<file path="src/cosk_pkg.sv">
`timescale 1ns / 1ps
package cosk_pkg;

	typedef enum logic [2:0] {
		SH_0,
		SH_16,
		SH_24,
		SH_40,
		SH_56
	} shift_t;

	typedef struct packed {
		logic [63:0] a;
		logic        a_sgn;
		logic [63:0] b;
		logic        b_sgn;
		shift_t      sh;
	} mul_req_t;

	typedef enum logic [5:0] {
		S_IDLE,
		S_DECODE,
		S_SEED_A,
		S_SEED_B,
		S_GAP,
		S_CHECK,
		S_CV_MUL,
		S_CV_RND,
		S_CV_FIN,
		S_U_PRED,
		S_U_RES,
		S_U_GATE,
		S_U_U,
		S_U_C01,
		S_U_SQ1,
		S_U_C11,
		S_U_A1,
		S_U_A2,
		S_U_SQ0,
		S_U_A3,
		S_U_C00,
		S_U_SQM,
		S_U_S,
		S_U_K0,
		S_U_K1,
		S_U_OFF,
		S_U_SKW,
		S_U_P00,
		S_U_P01,
		S_U_P10,
		S_U_P11,
		S_DONE
	} state_t;

	localparam logic [1:0] OP_UPDATE  = 2'd0;
	localparam logic [1:0] OP_CONVERT = 2'd1;
	localparam logic [1:0] OP_RESET   = 2'd2;

	localparam logic [2:0] ST_SEEDED    = 3'd0;
	localparam logic [2:0] ST_UPDATED   = 3'd1;
	localparam logic [2:0] ST_TOO_SOON  = 3'd2;
	localparam logic [2:0] ST_OUTLIER   = 3'd3;
	localparam logic [2:0] ST_CONVERTED = 3'd4;
	localparam logic [2:0] ST_RESET     = 3'd5;

	localparam logic [2:0] REG_MIN_INTERVAL = 3'd0;
	localparam logic [2:0] REG_MEAS_SIGMA   = 3'd1;
	localparam logic [2:0] REG_INIT_OFFSET  = 3'd2;
	localparam logic [2:0] REG_INIT_SKEW    = 3'd3;
	localparam logic [2:0] REG_OFFSET_NOISE = 3'd4;
	localparam logic [2:0] REG_SKEW_NOISE   = 3'd5;

	localparam logic [31:0] RST_MIN_INTERVAL = 32'd10000000;
	localparam logic [31:0] RST_MEAS_SIGMA   = 32'd1000000;
	localparam logic [31:0] RST_INIT_OFFSET  = 32'd1000000000;
	localparam logic [31:0] RST_INIT_SKEW    = 32'd4294967;
	localparam logic [31:0] RST_OFFSET_NOISE = 32'd1000;
	localparam logic [31:0] RST_SKEW_NOISE   = 32'd43;

	localparam logic signed [63:0] S64_MAX = 64'sh7FFF_FFFF_FFFF_FFFF;
	localparam logic signed [63:0] S64_MIN = 64'sh8000_0000_0000_0000;

	function automatic logic signed [127:0] ext128(input logic signed [63:0] x);
		return {{64{x[63]}}, x};
	endfunction

	function automatic logic signed [63:0] sat64(input logic signed [127:0] x);
		if (x[127:63] == {65{x[127]}}) begin
			return x[63:0];
		end
		return x[127] ? S64_MIN : S64_MAX;
	endfunction

endpackage

</file>
<file path="src/cosk_div.sv">
`timescale 1ns / 1ps
module cosk_div (
	input  logic                  clk,
	input  logic                  arst_n,
	input  logic                  start,
	input  logic signed [127:0]   num,
	input  logic signed [63:0]    den,
	output logic                  done,
	output logic signed [63:0]    quo
);
	import cosk_pkg::*;

	logic [127:0]         n_q;
	logic [64:0]          rem_q;
	logic [63:0]          d_q;
	logic                 neg_q;
	logic [6:0]           cnt_q;
	logic                 busy_q, fin_q, done_q;
	logic signed [63:0]   quo_q;
	logic [64:0]          rem2;
	logic                 fits;

	always_comb begin
		rem2 = {rem_q[63:0], n_q[127]};
		fits = rem2 >= {1'b0, d_q};
	end

	always_ff @(posedge clk or negedge arst_n) begin
		if (!arst_n) begin
			busy_q <= 1'b0;
			fin_q <= 1'b0;
			done_q <= 1'b0;
			cnt_q <= 7'd0;
		end else begin
			done_q <= 1'b0;
			if (start) begin
				neg_q <= num[127];
				n_q <= num[127] ? -num : num;
				d_q <= den;
				rem_q <= '0;
				cnt_q <= 7'd0;
				busy_q <= 1'b1;
				fin_q <= 1'b0;
			end else if (busy_q && !fin_q) begin
				rem_q <= fits ? (rem2 - {1'b0, d_q}) : rem2;
				n_q <= {n_q[126:0], fits};
				cnt_q <= cnt_q + 7'd1;
				if (&cnt_q) begin
					fin_q <= 1'b1;
				end
			end else if (fin_q) begin
				if (|n_q[127:63]) begin
					quo_q <= neg_q ? S64_MIN : S64_MAX;
				end else begin
					quo_q <= neg_q ? -$signed(n_q[63:0]) : $signed(n_q[63:0]);
				end
				fin_q <= 1'b0;
				busy_q <= 1'b0;
				done_q <= 1'b1;
			end
		end
	end

	assign done = done_q;
	assign quo = quo_q;

endmodule

</file>
<file path="config.mk">
export PLATFORM = sky130hd
export DESIGN_NAME = cosk_div
export DESIGN_NICKNAME = d
export VERILOG_FILES = /design/src/cosk_pkg.sv /design/src/cosk_div.sv
export SDC_FILE = /design/constraint.sdc
export NUM_CORES = 1
export LEC_CHECK = 0
export ABC_AREA = 0
export CAP_MARGIN = 20
export CORE_MARGIN = 5
export CORE_UTILIZATION = 59
export CTS_CLUSTER_DIAMETER = 30
export DETAILED_ROUTE_END_ITERATION = 12
export DONT_BUFFER_PORTS = 1
export PLACE_DENSITY_LB_ADDON = 0.15
export SETUP_SLACK_MARGIN = 0.4
export SYNTH_ARGS = -nofsm -noshare
export SYNTH_HDL_FRONTEND = slang
export SYNTH_SLANG_ARGS = --single-unit
</file>
<file path="constraint.sdc">
create_clock -name clk -period 6.87 [get_ports clk]
set_clock_uncertainty 0.05 [all_clocks]
set_input_delay 2.061 -clock clk [delete_from_list [all_inputs] [get_ports clk]]
set_output_delay 2.061 -clock clk [all_outputs]
set_load 0.05 [all_outputs]
</file>
==> results of run 1 <==
stage by stage:
| step | std cells | hold slack [ps] | utilization | area [um^2] | power, mW |
|---|---|---|---|---|---|
| floorplan | 2404 | 447 | - | 22200 | 3.67 |
| finish | 2951 | 497 | 0.672 | 25100 | 7.56 |
| global placement | 2810 | 464 | 0.602 | 22500 | 3.93 |
| CTS | 2949 | 498 | 0.671 | 25100 | 7.59 |
| global route | 2951 | 519 | 0.672 | 25100 | 7.91 |
| detailed placement | 2810 | 492 | 0.602 | 22500 | 3.96 |
cell usage in the layout (no fill, tap or decap), types with 52 or more instances in the layout:
cell,netlist,final
sky130_fd_sc_hd__a21oi_1,207,207
sky130_fd_sc_hd__clkbuf_16,0,81
sky130_fd_sc_hd__edfxtp_1,321,321
sky130_fd_sc_hd__ha_1,67,67
sky130_fd_sc_hd__inv_1,95,95
sky130_fd_sc_hd__nand2_1,281,281
sky130_fd_sc_hd__nor2_1,269,269
sky130_fd_sc_hd__nor3_1,82,82
sky130_fd_sc_hd__nor4_1,52,52
sky130_fd_sc_hd__o21ai_0,147,147
sky130_fd_sc_hd__xnor2_1,57,57
sky130_fd_sc_hd__xor2_1,133,133
final cells by class:
class / instances / share of cell area
clock inverter: 49 / 0.0200
timing repair buffer: 17 / 0.00637
multi-input combinational: 1857 / 0.458
inverter: 95 / 0.0142
sequential: 331 / 0.393
tap: 511 / 0.0254
antenna: 1 / 0.0000996
clock buffer: 90 / 0.0824
kinds of logic after synthesis:
family,after synthesis,share of synthesized area
flops,331,0.446
simple gates,922,0.198
xor+xnor,190,0.0750
compound gates,634,0.185
fa+ha+maj,68,0.0387
buf+inv,216,0.0368
mux,43,0.0212
registers in the layout, summed over array words and instances (netlist names):
name    cells
d_q        64
done        1
busy_q      1
n_q       128
cnt_q       7
neg_q       1
fin_q       1
rem_q      64
quo        64
critical path: cells and delay by family:
kind	cells	cell delay, ps
simple gates	7	2570
compound gates	2	530
xor+xnor	1	180
how the worst max path moves through the flow:
stage | depth (start not counted) | from | endpoint | slack, ps
2_1_floorplan | 3 | start | n_q[0] | 540
3_3_place_gp | 10 | num[24] | n_q[115] | 1330
3_5_place_dp | 10 | num[24] | n_q[115] | 1290
4_1_cts | 10 | num[24] | n_q[115] | 1870
5_1_grt | 10 | num[24] | n_q[115] | 1720
6_report | 10 | num[24] | n_q[115] | 1780
metal layers:
layer  global-route usage  wire length (um)  vias up
met5                    0                11        -
met4                0.109              2060        2
met3               0.0592              5920      155
met2                0.455             28600     1025
met1                0.398             25800     9031
li1                     -                 -     8959
where the power goes:
part / switching [mW] / internal (mW)
clock: 1.14 / 2.45
sequential: 0.131 / 2.44
combinational: 0.834 / 0.561
==> run_summary.xml, run 1 <==
<?xml version="1.0" encoding="UTF-8"?>
<metrics>
  <group name="status">
    <metric name="run_status" unit="">complete, no violations</metric>
  </group>
  <group name="synth">
    <metric name="synth-edff-count" unit="">321</metric>
    <metric name="ffs_latches_synth" unit="">331</metric>
    <metric name="syn_nets" unit="">2667</metric>
    <metric name="ys_top_cells_by_area" unit="">sky130_fd_sc_hd__edfxtp_1, sky130_fd_sc_hd__xor2_1, sky130_fd_sc_hd__nand2_1</metric>
    <metric name="synth_instances" unit="">2404</metric>
    <metric name="synthDominantCellAreaShare" unit="">0.434</metric>
    <metric name="mapped_avg_cell_area" unit="um^2">9.23</metric>
    <metric name="yosys.cell_count.top_type" unit="">sky130_fd_sc_hd__edfxtp_1</metric>
    <metric name="most_used_standard_cells_in_the_synthesized_netlist" unit="">sky130_fd_sc_hd__edfxtp_1, sky130_fd_sc_hd__nand2_1, sky130_fd_sc_hd__nor2_1</metric>
    <metric name="netlist_area" unit="um^2">22200</metric>
    <metric name="synthDistinctLibCells" unit="">83</metric>
    <metric name="ys_warn_count" unit="">0</metric>
    <metric name="async_flop_share" unit="">0.0302</metric>
    <metric name="post-synth-top-area-cell" unit="">sky130_fd_sc_hd__edfxtp_1</metric>
    <metric name="synthFlopType" unit="">sky130_fd_sc_hd__edfxtp_1</metric>
    <metric name="yosysSeqAreaShare" unit="">0.446</metric>
  </group>
  <group name="floorplan">
    <metric name="design.core.area" unit="um^2">37400</metric>
    <metric name="io-pin-count" unit="">260</metric>
    <metric name="row_count" unit="">71</metric>
    <metric name="initial_core_util" unit="">0.593</metric>
    <metric name="dieArea" unit="um^2">41600</metric>
    <metric name="die_h" unit="um">204</metric>
    <metric name="fp.dieW" unit="um">204</metric>
  </group>
  <group name="route">
    <metric name="detailroute.via_count" unit="">19200</metric>
    <metric name="drt_pre_antenna_iters" unit="">6</metric>
    <metric name="detailedRoute.firstIterationViolations" unit="">2021</metric>
    <metric name="ant_nets" unit="">0</metric>
    <metric name="route.detailed.wl_per_inst" unit="um">21.2</metric>
    <metric name="drt_drc_violations_left" unit="">0</metric>
    <metric name="via_per_inst" unit="">6.50</metric>
    <metric name="wire_length_reported_by_the_detailed_router" unit="mm">62.5</metric>
  </group>
  <group name="clock_network">
    <metric name="clock_sinks" unit="">331</metric>
    <metric name="post-cts-setup-buffers" unit="">0</metric>
    <metric name="clk-insertion-delay-late" unit="ps">580</metric>
    <metric name="cts_made_buffers" unit="">78</metric>
    <metric name="ctsResizeCount" unit="">0</metric>
    <metric name="post_cts_hold_buffer_count" unit="">0</metric>
    <metric name="max-clock-path-buffers" unit="">3</metric>
    <metric name="cell_chosen_for_the_clock_root" unit="">sky130_fd_sc_hd__clkbuf_16</metric>
    <metric name="tritoncts" unit="">built</metric>
    <metric name="clkSlewWorstSetupHoldPaths" unit="ps">50</metric>
    <metric name="cts.htree.levels" unit="">3</metric>
  </group>
  <group name="grt">
    <metric name="gr-total-overflow" unit="">0</metric>
    <metric name="first_pass_grt_wire_length" unit="mm">97.4</metric>
    <metric name="track_usage" unit="">0.289</metric>
    <metric name="number_of_global_route_vias_before_repair" unit="">18100</metric>
    <metric name="grt_max_degree" unit="">293</metric>
    <metric name="antenna_found_initial" unit="">2</metric>
  </group>
  <group name="placed_design">
    <metric name="globalplace.congestion" unit="">0.980</metric>
    <metric name="number_of_buffers_added_on_ports" unit="">0</metric>
    <metric name="dp_hpwl" unit="mm">44.0</metric>
    <metric name="dp_slack" unit="ps">1290</metric>
  </group>
  <group name="critical_path">
    <metric name="cp_slowest_cell" unit="">sky130_fd_sc_hd__or4_1</metric>
    <metric name="critical_path.startpoint_type" unit="">primary input</metric>
    <metric name="critical_path_cell_by_cell" unit="">or4_1, nor2_2, nand4_2, or2_1, or4_4, nor2_2, nand4_2, o41ai_2, xor2_1, a21oi_1</metric>
    <metric name="worstPathRequired" unit="ps">7130</metric>
    <metric name="arrival" unit="ps">5360</metric>
    <metric name="critPathCaptureType" unit="">register</metric>
    <metric name="cp_slowest_stage_delay" unit="ps">580</metric>
    <metric name="rr_startpoint" unit="">rem_q[5]</metric>
    <metric name="worstRegToRegCells" unit="">12</metric>
    <metric name="worst-r2r-setup-slack" unit="ps">2060</metric>
    <metric name="worst-path-max-fanout" unit="">8</metric>
    <metric name="timing.setup.critical_path_class" unit="">primary input to register</metric>
    <metric name="worst_r2r_endpoint" unit="">rem_q[50]</metric>
  </group>
  <group name="worst_hold_path">
    <metric name="hold_path_startpoint" unit="">cnt_q[1]</metric>
    <metric name="min-delay-path-class" unit="">register to register</metric>
    <metric name="whs_endpoint" unit="">cnt_q[1]</metric>
    <metric name="worst_hold_path.num_cells" unit="">2</metric>
  </group>
  <group name="final_layout">
    <metric name="sequential_cell_area" unit="um^2">9890</metric>
    <metric name="syn_to_final_growth" unit="%">13.3</metric>
    <metric name="fillCellCount" unit="">3036</metric>
    <metric name="area_taken_by_multi_input_logic_gates" unit="um^2">11500</metric>
    <metric name="num-nets-final" unit="">2643</metric>
    <metric name="layout-drive-gt1-share" unit="">0.0939</metric>
  </group>
  <group name="power_and_ir_drop">
    <metric name="ir_worst_vdd" unit="mV">0.237</metric>
    <metric name="power_density_over_the_cells" unit="nW/um^2">301</metric>
    <metric name="leakage" unit="nW">9.00</metric>
  </group>
  <group name="sta">
    <metric name="rsz0062_at_grt" unit="">false</metric>
    <metric name="clock.fmax" unit="GHz">0.196</metric>
    <metric name="tightest_slew" unit="ps">1060</metric>
    <metric name="report.final.slew_viol_count" unit="">0</metric>
    <metric name="final.period_utilization" unit="">0.741</metric>
    <metric name="total_negative_slack_for_setup_checks" unit="ps">0</metric>
    <metric name="total_count_of_hold_check_failures_in_the_final_report" unit="">0</metric>
    <metric name="post-route-worst-setup-slack" unit="ps">1780</metric>
    <metric name="setup-violations-final" unit="">0</metric>
    <metric name="slew-limit-headroom" unit="">0.293</metric>
    <metric name="finalCriticalPeriod" unit="ps">5090</metric>
  </group>
  <group name="run">
    <metric name="max-cap-violations" unit="">0</metric>
  </group>
</metrics>
Power figures use the tool's default switching activity.
==> run 2, diff against run 1 <==
- clock period: 6.87 -> 4.4 ns (I/O delays scaled with it)
==> run 2 against run 1 <==
Effect of this change:
- combinational power up 65%
- cell area up 2.9%
- clock power up 73%
- final cell count up 1.5%
- sequential share of layout area down 1.1 points
- non-clock buffer count up 38
- critical path type is now register to register
- critical endpoint is now rem_q[59]
==> run_summary.xml, run 2 (synthesis results as in run 1) <==
<?xml version="1.0" encoding="UTF-8"?>
<metrics>
  <group name="status">
    <metric name="run_status" unit="">complete, no violations</metric>
  </group>
  <group name="power_and_ir_drop">
    <metric name="ir_worst_vdd" unit="mV">0.452</metric>
    <metric name="power.total" unit="mW">12.5</metric>
    <metric name="leakage" unit="nW">9.38</metric>
    <metric name="power_density_over_the_cells" unit="nW/um^2">485</metric>
  </group>
  <group name="clock_network">
    <metric name="clock_sinks" unit="">331</metric>
    <metric name="max-clock-path-buffers" unit="">3</metric>
    <metric name="clkSlewWorstSetupHoldPaths" unit="ps">50</metric>
    <metric name="post_cts_hold_buffer_count" unit="">0</metric>
    <metric name="clk-insertion-delay-late" unit="ps">600</metric>
    <metric name="cell_chosen_for_the_clock_root" unit="">sky130_fd_sc_hd__clkbuf_16</metric>
    <metric name="cts_made_buffers" unit="">79</metric>
    <metric name="tritoncts" unit="">built</metric>
    <metric name="cts.htree.levels" unit="">3</metric>
  </group>
  <group name="floorplan">
    <metric name="row_count" unit="">71</metric>
    <metric name="die_h" unit="um">204</metric>
    <metric name="dieArea" unit="um^2">41600</metric>
    <metric name="design.core.area" unit="um^2">37400</metric>
    <metric name="initial_core_util" unit="">0.593</metric>
    <metric name="fp.dieW" unit="um">204</metric>
    <metric name="io-pin-count" unit="">260</metric>
  </group>
  <group name="grt">
    <metric name="track_usage" unit="">0.318</metric>
    <metric name="met2_usage" unit="">0.464</metric>
    <metric name="grt_max_degree" unit="">293</metric>
    <metric name="gr-total-overflow" unit="">0</metric>
    <metric name="gr-usage-met1" unit="">0.471</metric>
    <metric name="number_of_global_route_vias_before_repair" unit="">18400</metric>
    <metric name="grt-busiest-layer" unit="">met1</metric>
    <metric name="gr-usage-met3" unit="">0.0670</metric>
    <metric name="antenna_found_initial" unit="">0</metric>
    <metric name="first_pass_grt_wire_length" unit="mm">105</metric>
  </group>
  <group name="critical_path">
    <metric name="worst-path-max-fanout" unit="">7</metric>
    <metric name="worstRegToRegCells" unit="">11</metric>
    <metric name="timing.setup.critical_path_class" unit="">register to register</metric>
    <metric name="critical_path.startpoint_type" unit="">register</metric>
    <metric name="cp_slowest_stage_delay" unit="ps">520</metric>
    <metric name="cp_slowest_cell" unit="">sky130_fd_sc_hd__a221oi_1</metric>
    <metric name="arrival" unit="ps">4170</metric>
    <metric name="worstPathRequired" unit="ps">4670</metric>
    <metric name="critical_path_cell_by_cell" unit="">ha_1, a21oi_1, o21ai_0, a21o_1, a221oi_1, a311oi_1, nor3_1, o21ai_0, a311o_1, a211oi_1, a211oi_1</metric>
    <metric name="critPathCaptureType" unit="">register</metric>
  </group>
  <group name="sta">
    <metric name="clock.fmax" unit="GHz">0.256</metric>
    <metric name="final.period_utilization" unit="">0.886</metric>
    <metric name="rsz0062_at_grt" unit="">false</metric>
    <metric name="total_count_of_hold_check_failures_in_the_final_report" unit="">0</metric>
    <metric name="setup-violations-final" unit="">0</metric>
    <metric name="report.final.slew_viol_count" unit="">0</metric>
    <metric name="finalCriticalPeriod" unit="ps">3900</metric>
    <metric name="slew-limit-headroom" unit="">0.402</metric>
    <metric name="tightest_slew" unit="ps">897</metric>
    <metric name="post_route_hold_slack" unit="ps">399</metric>
    <metric name="total_negative_slack_for_setup_checks" unit="ps">0</metric>
  </group>
  <group name="route">
    <metric name="wire_length_reported_by_the_detailed_router" unit="mm">68.3</metric>
    <metric name="via_per_inst" unit="">6.53</metric>
    <metric name="drt_pre_antenna_iters" unit="">6</metric>
    <metric name="route.detailed.wl_per_inst" unit="um">22.8</metric>
    <metric name="drt_drc_violations_left" unit="">0</metric>
    <metric name="ant_nets" unit="">0</metric>
    <metric name="detailroute.via_count" unit="">19600</metric>
    <metric name="detailedRoute.firstIterationViolations" unit="">2306</metric>
  </group>
  <group name="final_layout">
    <metric name="fin_util" unit="">0.691</metric>
    <metric name="most-common-layout-cells" unit="">sky130_fd_sc_hd__edfxtp_1, sky130_fd_sc_hd__nand2_1, sky130_fd_sc_hd__nor2_1, sky130_fd_sc_hd__a21oi_1, sky130_fd_sc_hd__o21ai_0</metric>
    <metric name="regMostFlops" unit="">n_q</metric>
    <metric name="number_of_flip_flops_in_the_largest_register" unit="">128</metric>
    <metric name="num-nets-final" unit="">2682</metric>
    <metric name="syn_to_final_growth" unit="%">16.5</metric>
    <metric name="layout-drive-gt1-share" unit="">0.115</metric>
    <metric name="final_common_cell" unit="">sky130_fd_sc_hd__edfxtp_1</metric>
  </group>
  <group name="placed_design">
    <metric name="dp_hpwl" unit="mm">48.8</metric>
    <metric name="globalplace.congestion" unit="">1.00</metric>
    <metric name="number_of_buffers_added_on_ports" unit="">0</metric>
  </group>
  <group name="run">
    <metric name="max-cap-violations" unit="">0</metric>
  </group>
  <group name="worst_hold_path">
    <metric name="min-delay-path-class" unit="">primary input to asynchronous set/reset pin</metric>
  </group>
</metrics>
==> run 2: final timing paths <==
path	from	endpoint	slack [ps]
setup reg to reg	rem_q[19]	rem_q[59]	500
max in group asynchronous	arst_n	done	3740
hold reg to reg	cnt_q[6]	cnt_q[6]	490
setup / recovery	rem_q[19]	rem_q[59]	500
min in group clk	cnt_q[6]	cnt_q[6]	490
hold / removal	arst_n	cnt_q[3]	400
==> run 2: critical path: cells and delay by family, from the launching register on <==
kind / cells / cell delay (ps)
AO/OA/AOI/OAI: 9 / 2280
AND/OR/NAND/NOR: 1 / 420
flip-flops: 1 / 430
adder cells (fa/ha/maj): 1 / 420
==> run 2: layer usage <==
layer	share of wire	routed length, um
met1	0.43	29100
met2	0.43	29600
met3	0.10	7130
met4	0.036	2430
met5	0	0
==> run 2: stage by stage <==
step	worst slack [ps]	std cells	instance area, um^2
3_3_place_gp	17.2	2848	23000
6_report	501	2996	25900
4_1_cts	597	2994	25800
2_1_floorplan	170	2404	22300
5_1_grt	403	2995	25900
3_5_place_dp	11.6	2848	23000
==> run 2: what timing repair did <==
action                     CTS  global route
resized for setup            0             4
buffers inserted             0             0
setup endpoints to repair    0            23
hold endpoints to repair     0             0
==> run 2: power by group <==
part	total, mW	switching (mW)	internal [mW]
clock network	6.22	1.91	4.32
registers	4.03	0.223	3.81
logic	2.29	1.37	0.921
total	12.5	3.50	9.05
==> run 2: area by class of cell <==
type	count	area, um^2
diodes	1	2.50
flip-flops and latches	331	9890
clock inverters	55	781
fillers	2948	11500
clock buffers	91	2060
well taps	511	639
inverters	95	357
multi-input cells	1857	11600
repair buffers	55	495
